[src/hdl/pfor_pkg.sv]
`timescale 1ns / 1ps
`default_nettype none

package pfor_pkg;

  localparam int WIDTH_MAX = 32;
  localparam int SLOT_BITS = 6;

  typedef enum logic [2:0] {
    STAT_OK        = 3'd0,
    STAT_TRUNC     = 3'd1,
    STAT_BAD_WIDTH = 3'd2,
    STAT_W32_EXC   = 3'd3,
    STAT_BAD_POS   = 3'd4,
    STAT_BAD_VINT  = 3'd5,
    STAT_HIGH_WIDE = 3'd6
  } status_t;

  typedef enum logic [6:0] {
    ST_HEADER = 7'b0000001,
    ST_COUNT  = 7'b0000010,
    ST_POS    = 7'b0000100,
    ST_VARINT = 7'b0001000,
    ST_STREAM = 7'b0010000,
    ST_ZEMIT  = 7'b0100000,
    ST_DROP   = 7'b1000000
  } phase_t;

  typedef struct packed {
    logic [7:0] frame_byte;
    logic       frame_end;
    logic [6:0] value_count;
  } in_item_t;

  typedef struct packed {
    logic [31:0] value;
    logic [5:0]  value_index;
    logic        value_valid;
    logic        block_done;
    logic [2:0]  status;
    logic [10:0] bytes_used;
  } res_t;

endpackage

`default_nettype wire

[src/hdl/pfor_ram.sv]
`timescale 1ns / 1ps
`default_nettype none

module pfor_ram #(
  parameter int W = 32,
  parameter int D = 64
) (
  input  wire logic                 clk,
  input  wire logic                 we,
  input  wire logic [$clog2(D)-1:0] waddr,
  input  wire logic [W-1:0]         wdata,
  input  wire logic [$clog2(D)-1:0] raddr,
  output logic      [W-1:0]         rdata
);

  logic [W-1:0] mem [D];

  always_ff @(posedge clk) begin
    if (we) begin
      mem[waddr] <= wdata;
    end
    rdata <= mem[raddr];
  end

endmodule

`default_nettype wire

[src/hdl/pfor_fifo.sv]
`timescale 1ns / 1ps
`default_nettype none

// Two-entry queue; push is ignored while full, pop while empty.
module pfor_fifo #(
  parameter int W = 8
) (
  input  wire logic         clk,
  input  wire logic         rst_n,
  input  wire logic         push,
  input  wire logic [W-1:0] wdata,
  output logic              full,
  input  wire logic         pop,
  output logic              empty,
  output logic      [W-1:0] rdata
);

  logic [W-1:0] mem_r [2];
  logic         wptr_r, wptr_nxt;
  logic         rptr_r, rptr_nxt;
  logic [1:0]   cnt_r, cnt_nxt;
  logic         do_push, do_pop;

  assign full    = (cnt_r == 2'd2);
  assign empty   = (cnt_r == 2'd0);
  assign rdata   = mem_r[rptr_r];
  assign do_push = push && !full;
  assign do_pop  = pop && !empty;

  always_comb begin
    wptr_nxt = wptr_r ^ do_push;
    rptr_nxt = rptr_r ^ do_pop;
    cnt_nxt  = cnt_r + 2'(do_push) - 2'(do_pop);
  end

  always_ff @(posedge clk) begin
    if (!rst_n) begin
      wptr_r <= 1'b0;
      rptr_r <= 1'b0;
      cnt_r  <= 2'd0;
    end else begin
      wptr_r <= wptr_nxt;
      rptr_r <= rptr_nxt;
      cnt_r  <= cnt_nxt;
    end
    if (do_push) begin
      mem_r[wptr_r] <= wdata;
    end
  end

endmodule

`default_nettype wire

[src/hdl/pfor_back.sv]
`timescale 1ns / 1ps
`default_nettype none

// Frame parser and value emitter. Consumes at most one byte and gives at
// most one result per cycle; the exception table sits in a RAM.
module pfor_back #(
  parameter int MAX_VALUES = 64
) (
  input  wire logic              clk,
  input  wire logic              rst_n,
  input  wire logic              in_avail,
  input  wire pfor_pkg::in_item_t in_item,
  output logic                   in_take,
  input  wire logic              res_full,
  output logic                   res_push,
  output pfor_pkg::res_t         res
);

  localparam logic [8:0] MAXV = 9'(MAX_VALUES);

  pfor_pkg::phase_t state_r, state_nxt;
  logic        pend_r, pend_nxt;
  logic [5:0]  width_r, width_nxt;
  logic [6:0]  count_r, count_nxt;
  logic [7:0]  exc_tot_r, exc_tot_nxt;
  logic [7:0]  exc_seen_r, exc_seen_nxt;
  logic [5:0]  pos_r, pos_nxt;
  logic [31:0] vacc_r, vacc_nxt;
  logic [2:0]  vb_r, vb_nxt;
  logic [63:0] present_r, present_nxt;
  logic [39:0] acc_r, acc_nxt;
  logic [5:0]  bc_r, bc_nxt;
  logic [6:0]  vals_r, vals_nxt;
  logic [10:0] bytes_r, bytes_nxt;
  logic [5:0]  rtag_r;
  logic        rok_r;

  logic        we;
  logic [31:0] wdata;
  logic [5:0]  raddr;
  logic [31:0] rdata;

  logic [7:0]  b;
  logic        fend;
  logic [6:0]  low7;
  logic [31:0] vpart, vacc2, lim, mask, low;
  logic [10:0] bytes_inc;

  pfor_ram #(.W(32), .D(64)) u_high (
    .clk  (clk),
    .we   (we),
    .waddr(pos_r),
    .wdata(wdata),
    .raddr(raddr),
    .rdata(rdata)
  );

  assign b         = in_item.frame_byte;
  assign fend      = in_item.frame_end;
  assign low7      = b[6:0];
  assign bytes_inc = bytes_r + 11'd1;
  assign lim       = (width_r >= 6'd32) ? 32'd0 : (32'hFFFF_FFFF >> width_r);
  assign mask      = (width_r >= 6'd32) ? 32'hFFFF_FFFF : ((32'd1 << width_r) - 32'd1);
  assign low       = acc_r[31:0] & mask;

  always_comb begin
    case (vb_r)
      3'd0:    vpart = {25'd0, low7};
      3'd1:    vpart = {18'd0, low7, 7'd0};
      3'd2:    vpart = {11'd0, low7, 14'd0};
      3'd3:    vpart = {4'd0, low7, 21'd0};
      default: vpart = {low7[3:0], 28'd0};
    endcase
    vacc2 = vacc_r | vpart;
  end

  always_comb begin
    case (state_r)
      pfor_pkg::ST_POS:    raddr = b[5:0];
      pfor_pkg::ST_VARINT: raddr = pos_r;
      default:             raddr = vals_r[5:0];
    endcase
  end

  always_comb begin
    logic        hit;
    logic        done;
    logic [31:0] hi;
    state_nxt    = state_r;
    pend_nxt     = pend_r;
    width_nxt    = width_r;
    count_nxt    = count_r;
    exc_tot_nxt  = exc_tot_r;
    exc_seen_nxt = exc_seen_r;
    pos_nxt      = pos_r;
    vacc_nxt     = vacc_r;
    vb_nxt       = vb_r;
    present_nxt  = present_r;
    acc_nxt      = acc_r;
    bc_nxt       = bc_r;
    vals_nxt     = vals_r;
    bytes_nxt    = bytes_r;
    in_take      = 1'b0;
    res_push     = 1'b0;
    res          = '0;
    res.block_done = 1'b1;
    we           = 1'b0;
    wdata        = present_r[pos_r] ? (rdata | vacc2) : vacc2;
    hit          = 1'b0;
    done         = 1'b0;
    hi           = '0;

    if (!res_full) begin
      case (state_r)
        pfor_pkg::ST_HEADER: begin
          if (in_avail) begin
            in_take      = 1'b1;
            bytes_nxt    = 11'd1;
            vals_nxt     = '0;
            exc_seen_nxt = '0;
            present_nxt  = '0;
            count_nxt    = in_item.value_count;
            width_nxt    = b[5:0];
            if (fend) begin
              res_push = 1'b1; res.status = pfor_pkg::STAT_TRUNC;
            end else if ({2'b0, in_item.value_count} > MAXV) begin
              res_push = 1'b1; res.status = pfor_pkg::STAT_BAD_POS;
            end else if (b > 8'd32) begin
              res_push = 1'b1; res.status = pfor_pkg::STAT_BAD_WIDTH;
            end else begin
              state_nxt = pfor_pkg::ST_COUNT;
            end
            // A bad header drops the rest of the frame.
            if (res_push && !fend) begin
              state_nxt = pfor_pkg::ST_DROP;
            end
          end
        end
        pfor_pkg::ST_COUNT, pfor_pkg::ST_POS, pfor_pkg::ST_VARINT: begin
          hit = rok_r && (rtag_r == pos_r);
          if (pend_r) begin
            res_push = 1'b1; res.status = pfor_pkg::STAT_TRUNC;
          end else if (in_avail && (state_r != pfor_pkg::ST_VARINT || hit)) begin
            in_take   = 1'b1;
            bytes_nxt = bytes_inc;
            pend_nxt  = fend;
            if (state_r == pfor_pkg::ST_COUNT) begin
              exc_tot_nxt = b;
              if (width_r == 6'd32 && b != 8'd0) begin
                res_push = 1'b1; res.status = pfor_pkg::STAT_W32_EXC;
              end else if (b == 8'd0) begin
                state_nxt = pfor_pkg::ST_STREAM;
              end else begin
                state_nxt = pfor_pkg::ST_POS;
              end
            end else if (state_r == pfor_pkg::ST_POS) begin
              if ({1'b0, b[6:0]} >= {1'b0, count_r} || b[7]) begin
                res_push = 1'b1; res.status = pfor_pkg::STAT_BAD_POS;
              end else begin
                pos_nxt   = b[5:0];
                vacc_nxt  = '0;
                vb_nxt    = '0;
                state_nxt = pfor_pkg::ST_VARINT;
              end
            end else begin
              if (vb_r == 3'd4 && low7 > 7'h0F) begin
                res_push = 1'b1; res.status = pfor_pkg::STAT_BAD_VINT;
              end else if (!b[7]) begin
                if (vacc2 > lim) begin
                  res_push = 1'b1; res.status = pfor_pkg::STAT_HIGH_WIDE;
                end else begin
                  we                   = 1'b1;
                  present_nxt[pos_r]   = 1'b1;
                  exc_seen_nxt         = exc_seen_r + 8'd1;
                  state_nxt = (exc_seen_nxt >= exc_tot_r) ? pfor_pkg::ST_STREAM
                                                          : pfor_pkg::ST_POS;
                end
              end else begin
                vacc_nxt = vacc2;
                vb_nxt   = vb_r + 3'd1;
                if (vb_nxt >= 3'd5) begin
                  res_push = 1'b1; res.status = pfor_pkg::STAT_BAD_VINT;
                end
              end
            end
            // Entering the value stream after a zero exception count or the last exception.
            if (!res_push && state_nxt == pfor_pkg::ST_STREAM) begin
              acc_nxt  = '0;
              bc_nxt   = '0;
              vals_nxt = '0;
              if (count_r == 7'd0) begin
                res_push       = 1'b1;
                res.status     = pfor_pkg::STAT_OK;
                res.bytes_used = bytes_nxt;
                state_nxt      = fend ? pfor_pkg::ST_HEADER : pfor_pkg::ST_DROP;
                pend_nxt       = 1'b0;
              end else if (width_r == 6'd0) begin
                state_nxt = pfor_pkg::ST_ZEMIT;
              end
            end
          end
          if (res_push && res.status != pfor_pkg::STAT_OK) begin
            state_nxt = (pend_r || fend) ? pfor_pkg::ST_HEADER : pfor_pkg::ST_DROP;
            pend_nxt  = 1'b0;
          end
        end
        pfor_pkg::ST_STREAM, pfor_pkg::ST_ZEMIT: begin
          hit = rok_r && (rtag_r == vals_r[5:0]);
          if (state_r == pfor_pkg::ST_ZEMIT || bc_r >= width_r) begin
            if (hit) begin
              hi = (present_r[vals_r[5:0]] && width_r < 6'd32) ? (rdata << width_r) : '0;
              done            = ({1'b0, vals_r} + 8'd1) >= {1'b0, count_r};
              res_push        = 1'b1;
              res.value       = ((state_r == pfor_pkg::ST_ZEMIT) ? 32'd0 : low) | hi;
              res.value_index = vals_r[5:0];
              res.value_valid = 1'b1;
              res.block_done  = done;
              res.status      = pfor_pkg::STAT_OK;
              res.bytes_used  = done ? bytes_r : 11'd0;
              vals_nxt        = vals_r + 7'd1;
              if (state_r == pfor_pkg::ST_STREAM) begin
                acc_nxt = acc_r >> width_r;
                bc_nxt  = bc_r - width_r;
              end
              if (done) begin
                state_nxt = pend_r ? pfor_pkg::ST_HEADER : pfor_pkg::ST_DROP;
                pend_nxt  = 1'b0;
              end
            end
          end else if (pend_r) begin
            res_push   = 1'b1;
            res.status = pfor_pkg::STAT_TRUNC;
            state_nxt  = pfor_pkg::ST_HEADER;
            pend_nxt   = 1'b0;
          end else if (in_avail) begin
            in_take   = 1'b1;
            bytes_nxt = bytes_inc;
            acc_nxt   = acc_r | (40'(b) << bc_r);
            bc_nxt    = bc_r + 6'd8;
            pend_nxt  = fend;
          end
        end
        pfor_pkg::ST_DROP: begin
          if (in_avail) begin
            in_take   = 1'b1;
            bytes_nxt = bytes_inc;
            if (fend) begin
              state_nxt = pfor_pkg::ST_HEADER;
            end
          end
        end
        default: begin
          state_nxt = pfor_pkg::ST_HEADER;
        end
      endcase
    end
  end

  always_ff @(posedge clk) begin
    if (!rst_n) begin
      state_r    <= pfor_pkg::ST_HEADER;
      pend_r     <= 1'b0;
      present_r  <= '0;
      rok_r      <= 1'b0;
      vals_r     <= '0;
      bytes_r    <= '0;
      exc_seen_r <= '0;
    end else begin
      state_r    <= state_nxt;
      pend_r     <= pend_nxt;
      present_r  <= present_nxt;
      rok_r      <= !we;
      vals_r     <= vals_nxt;
      bytes_r    <= bytes_nxt;
      exc_seen_r <= exc_seen_nxt;
    end
    rtag_r    <= raddr;
    width_r   <= width_nxt;
    count_r   <= count_nxt;
    exc_tot_r <= exc_tot_nxt;
    pos_r     <= pos_nxt;
    vacc_r    <= vacc_nxt;
    vb_r      <= vb_nxt;
    acc_r     <= acc_nxt;
    bc_r      <= bc_nxt;
  end

endmodule

`default_nettype wire

[src/hdl/pfor_block_decoder_top.sv]
`timescale 1ns / 1ps
`default_nettype none

// Channel   | Direction | Handshake          | Payload
// ----------+-----------+--------------------+------------------------------------------
// in_*      | input     | in_push / in_full  | frame_byte, frame_end, value_count
// out_*     | output    | out_pop / out_empty| value, value_index, value_valid,
//           |           |                    | block_done, status, bytes_used
//
// Header, count and exception bytes are parsed as they arrive. A stream
// byte is taken into the bit accumulator; each value it completes waits
// for the registered read of the exception table RAM (one read port).
// Entering the stream right after an exception is written waits for a
// fresh read of the table.
// The input and result sides each have a two-entry queue, so a transfer on
// either side proceeds while the other stalls.
// Reset is synchronous and active low; it returns the parser to header wait
// and empties both queues. No clearing pass is needed.
module pfor_block_decoder_top #(
  parameter int MAX_VALUES = 64
) (
  input  wire logic        clk,
  input  wire logic        rst_n,
  input  wire logic        in_push,
  output logic             in_full,
  input  wire logic [7:0]  in_frame_byte,
  input  wire logic        in_frame_end,
  input  wire logic [6:0]  in_value_count,
  output logic             out_empty,
  input  wire logic        out_pop,
  output logic      [31:0] out_value,
  output logic      [5:0]  out_value_index,
  output logic             out_value_valid,
  output logic             out_block_done,
  output logic      [2:0]  out_status,
  output logic      [10:0] out_bytes_used
);

  pfor_pkg::in_item_t in_w, item;
  pfor_pkg::res_t     res, res_q;
  logic               in_empty, take, res_push, res_full;

  // The front queue holds incoming bytes so a transfer completes even while
  // the parser is busy emitting values.
  assign in_w.frame_byte  = in_frame_byte;
  assign in_w.frame_end   = in_frame_end;
  assign in_w.value_count = in_value_count;

  pfor_fifo #(.W($bits(pfor_pkg::in_item_t))) u_front (
    .clk  (clk),
    .rst_n(rst_n),
    .push (in_push),
    .wdata(in_w),
    .full (in_full),
    .pop  (take),
    .empty(in_empty),
    .rdata(item)
  );

  // The back end parses the header and exceptions, and unpacks the stream.
  pfor_back #(.MAX_VALUES(MAX_VALUES)) u_back (
    .clk     (clk),
    .rst_n   (rst_n),
    .in_avail(!in_empty),
    .in_item (item),
    .in_take (take),
    .res_full(res_full),
    .res_push(res_push),
    .res     (res)
  );

  // Results wait here until the consumer pops them.
  pfor_fifo #(.W($bits(pfor_pkg::res_t))) u_out (
    .clk  (clk),
    .rst_n(rst_n),
    .push (res_push),
    .wdata(res),
    .full (res_full),
    .pop  (out_pop),
    .empty(out_empty),
    .rdata(res_q)
  );

  assign out_value       = res_q.value;
  assign out_value_index = res_q.value_index;
  assign out_value_valid = res_q.value_valid;
  assign out_block_done  = res_q.block_done;
  assign out_status      = res_q.status;
  assign out_bytes_used  = res_q.bytes_used;

endmodule

`default_nettype wire

[config.mk]
export PLATFORM = sky130hd
export DESIGN_NAME = pfor_block_decoder_top
export DESIGN_NICKNAME = d
export VERILOG_FILES = /design/src/hdl/pfor_pkg.sv /design/src/hdl/pfor_ram.sv /design/src/hdl/pfor_fifo.sv /design/src/hdl/pfor_back.sv /design/src/hdl/pfor_block_decoder_top.sv
export SDC_FILE = /design/constraint.sdc
export NUM_CORES = 2
export LEC_CHECK = 0
export BUFFER_PORTS_ARGS = -buffer_cell sky130_fd_sc_hd__buf_4
export CAP_MARGIN = 10
export CORE_MARGIN = 2
export CORE_UTILIZATION = 25
export DETAILED_ROUTE_END_ITERATION = 8
export PLACE_DENSITY = 0.37
export SYNTH_ARGS = -nofsm -noshare
export SYNTH_HDL_FRONTEND = slang
export SYNTH_HIERARCHICAL = 1
export SYNTH_SLANG_ARGS = --single-unit
[constraint.sdc]
create_clock -name clk -period 14.5 [get_ports clk]
set_clock_uncertainty 0.2 [all_clocks]
set_input_delay 4.35 -clock clk [delete_from_list [all_inputs] [get_ports clk]]
set_output_delay 4.35 -clock clk [all_outputs]
set_load 0.01 [all_outputs]
==> flow_summary.toml <==
[route]
via_per_inst = 4.87
drtAntennaViolNets = 0
drt-total-wl_um = 353000
vias = 57600
initialDrtViolationCount = 5633
route.detailed.drc = 0
wl_per_cell_um = 29.8
firstDrtPassIters = 8

[clock_tree]
htreeDepth = 5
postCtsHoldBufs = 0
clock_path_buffers = 4
cts-resized-gates = 0
numCtsBuffers = 292
cts.sinks = 2443
cts_tree = "done"
postCtsSetupRepairBufs = 0
cts.reportedPaths.clkPinSlew_ns = 0.06
clk_latency_ns = 0.93
root_buffer = "clkbuf_16"

[worst_setup_path]
timing.rr.start = "u_back/width_r[3]$_DFFE_PP_"
path_cells = "buf_4, clkinv_1, nand2_1, a21oi_1, nor2_1, ha_1, nand4_1, nor4_1, nand2b_1, a41oi_1, nor3b_2, nand2_1, nor4_2, buf_4, nand4b_1, nor2_4"
cp.arrival_ns = 7.68
cp_max_fo = 63
critPathCaptureType = "register"
crit_type = "reg2reg"
worst_setup_path_start_kind = "register"
r2r_slack_ns = 7.11
required_ns = 14.80
slowest_delay_ns = 1.21
crit_start = "u_back/width_r[3]$_DFFE_PP_"
ff2ff_path_depth = 16
cp_slowest_cell = "nor2_4"

[hold_path]
hold_class = "reg2reg"
min_path_cells = 2
hold_start = "u_back/exc_seen_r[7]$_SDFFE_PN0P_"

[global_routing]
grt_pass1_wl_um = 487000
grt_pass1_vias = 57700
grt_util_all_layers = 0.165
grt_max_degree = 101
gr-total-overflow = 0
antenna_found_initial = 39

[run_status]
status = "complete, no violations"

[finish]
seqCellArea_sq_mm = 0.0719
syn2layout_area_growth_pct = 16.4
fin_nets = 6245
multi_input_area_sq_mm = 0.0291
drive_gt1_frac = 0.223
nFillCells = 40600
final_area_sq_mm = 0.120

[die]
start_util = 0.251
io_pins = 76
core-area_sq_mm = 0.409
dieHeight_um = 645
rows = 235
dieWidth_um = 645
dieArea_sq_mm = 0.416

[timing]
maxSlewViolCount = 0
fin_crit_ns = 7.39
timing.hold.ws_ns = 0.267
final_hold_viol_count = 0
maxSlewHeadroom = 0.151
timing.final.crit_share = 0.509
setup_viol_count_final = 0
max_freq_mhz = 135
rsz0062_at_grt = "no"
tightest_slew_ns = 1.26
timing.setup.tns_ns = 0
setup_ws_ns = 7.11

[pwr]
p_switching_mw = 4.76
p_comb_frac = 0.142
p_per_area_mw_per_mm2 = 148
seqPwrFrac = 0.449
switching_share = 0.269
leakage_nw = 36.3
clkPwrFrac = 0.409
p_total_mw = 17.7
internal_power_mw = 12.9
ir_drop_mv = 0.0902

[place]
place_area_sq_mm = 0.110
io_buffers = 75
place_hpwl_um = 221000
dp_slack_ns = 7.17
gp_congestion = 0.836

[synth]
synth_seq_cells = 2443
ys_types = 88
synth-edff-count = 2296
synthMostInstantiatedCell = "edfxtp_1"
synth_cells = 5972
syn_area_per_cell_sq_um = 17.2
syn_nets = 6071
netlist_top_cells_count = "edfxtp_1 (2,296), mux4_2 (507), nand2_1 (337)"
synth_area_sq_mm = 0.103
synth_top_area_share = 0.671
ys_async_sr_fraction = 0
synthTopCellsByArea = "edfxtp_1 (67%), mux4_2 (11%), dfxtp_1 (2.9%)"
synth_top_flop_cell = "edfxtp_1"
synth_seq_area_share = 0.700
yosysWarnings = 6
synth_area_leader_cell = "edfxtp_1"

[flow_run]
maxCapViolations = 0
==> cells by family (layout without fill, tap and decap cells) <==
family | count (synthesis) | count (layout) | share of synthesized area
DFF | 2443 | 2443 | 0.700
adders and majority gates | 79 | 79 | 0.00970
other | 0 | 19 | 0
AOI/OAI and AO/OA | 979 | 979 | 0.0635
muxes | 888 | 888 | 0.151
xor gates and xnor gates | 36 | 36 | 0.00334
buffers and inverters | 477 | 875 | 0.0239
and+or+nand+nor | 1070 | 1070 | 0.0485
==> cell type report <==
type,instances,share of cell area
Inverter,90,0.00283
Timing Repair Buffer,267,0.0175
Sequential cell,2443,0.601
Clock inverter,124,0.0115
Multi-Input combinational cell,3052,0.243
Antenna cell,19,0.000398
Tap cell,5451,0.0570
Clock buffer,394,0.0664
==> critical path, delay by kind of cell, from the launching register on <==
family,cells,cell delay [ns]
AOI/OAI and AO/OA,2,0.25
adders and majority gates,1,0.16
buffers and inverters,3,1.69
DFF,1,0.56
and+or+nand+nor,10,4.05
==> path summary, 6_finish.rpt <==
kind	end
hold / removal	u_back/exc_seen_r[7]$_SDFFE_PN0P_
hold reg to reg	u_back/exc_seen_r[7]$_SDFFE_PN0P_
setup / recovery	u_back/u_high/mem[40][0]$_DFFE_PP_
setup reg to reg	u_back/u_high/mem[40][0]$_DFFE_PP_
==> cells in the final DEF (no fill, tap or decap), types with 84 or more instances in the layout <==
| cell type | Yosys | final |
|---|---|---|
| a21oi_1 | 226 | 225 |
| a22oi_1 | 135 | 135 |
| buf_4 | 35 | 258 |
| clkbuf_16 | 0 | 297 |
| dfxtp_1 | 147 | 146 |
| edfxtp_1 | 2296 | 2296 |
| inv_1 | 85 | 84 |
| mux2i_1 | 282 | 282 |
| mux4_2 | 507 | 507 |
| nand2_1 | 337 | 303 |
| nand3_1 | 104 | 104 |
| nor2_1 | 287 | 218 |
| nor3_1 | 115 | 114 |
| o21ai_0 | 148 | 147 |
==> registers in the layout (all words and copies together) (netlist names), 2 cells and up, named ones only <==
| signal | flops |
|---|---|
| u_back/bytes_r | 11 |
| u_back/exc_tot_r | 8 |
| u_back/acc_r | 40 |
| u_back/rtag_r | 6 |
| u_back/exc_seen_r | 8 |
| u_back/count_r | 7 |
| u_back/u_high/rdata | 32 |
| u_back/vacc_r | 32 |
| u_front/mem_r | 32 |
| u_back/state_r | 7 |
| u_front/cnt_r | 2 |
| u_back/bc_r | 6 |
| u_back/vals_r | 7 |
| u_back/pos_r | 6 |
| u_back/u_high/mem | 2048 |
| u_back/width_r | 6 |
| u_out/cnt_r | 2 |
| u_out/mem_r | 108 |
| u_back/vb_r | 3 |
| u_back/present_r | 64 |
==> layer usage <==
metal,track usage,routed length (um)
met1,0.232,158000
met2,0.272,168000
met3,0.0182,16900
met4,0.0430,9330
met5,0,11
==> per-stage QoR <==
step	std cells	utilization
after CTS	11800	0.292
after global placement	11300	0.269
final	11800	0.292
after global routing	11800	0.292
after detailed placement	11300	0.269
after floorplan	5972	-
==> power groups by stage <==
stage | clock network, mW | logic (mW) | registers, mW
after global routing | 7.71 | 2.71 | 7.96
final | 7.25 | 2.51 | 7.94
after global placement | 0 | 2.54 | 8.09
after floorplan | 0 | 1.65 | 8.04
after detailed placement | 0 | 2.51 | 8.09
after CTS | 7.46 | 2.52 | 7.94
Power figures use the tool's default switching activity.
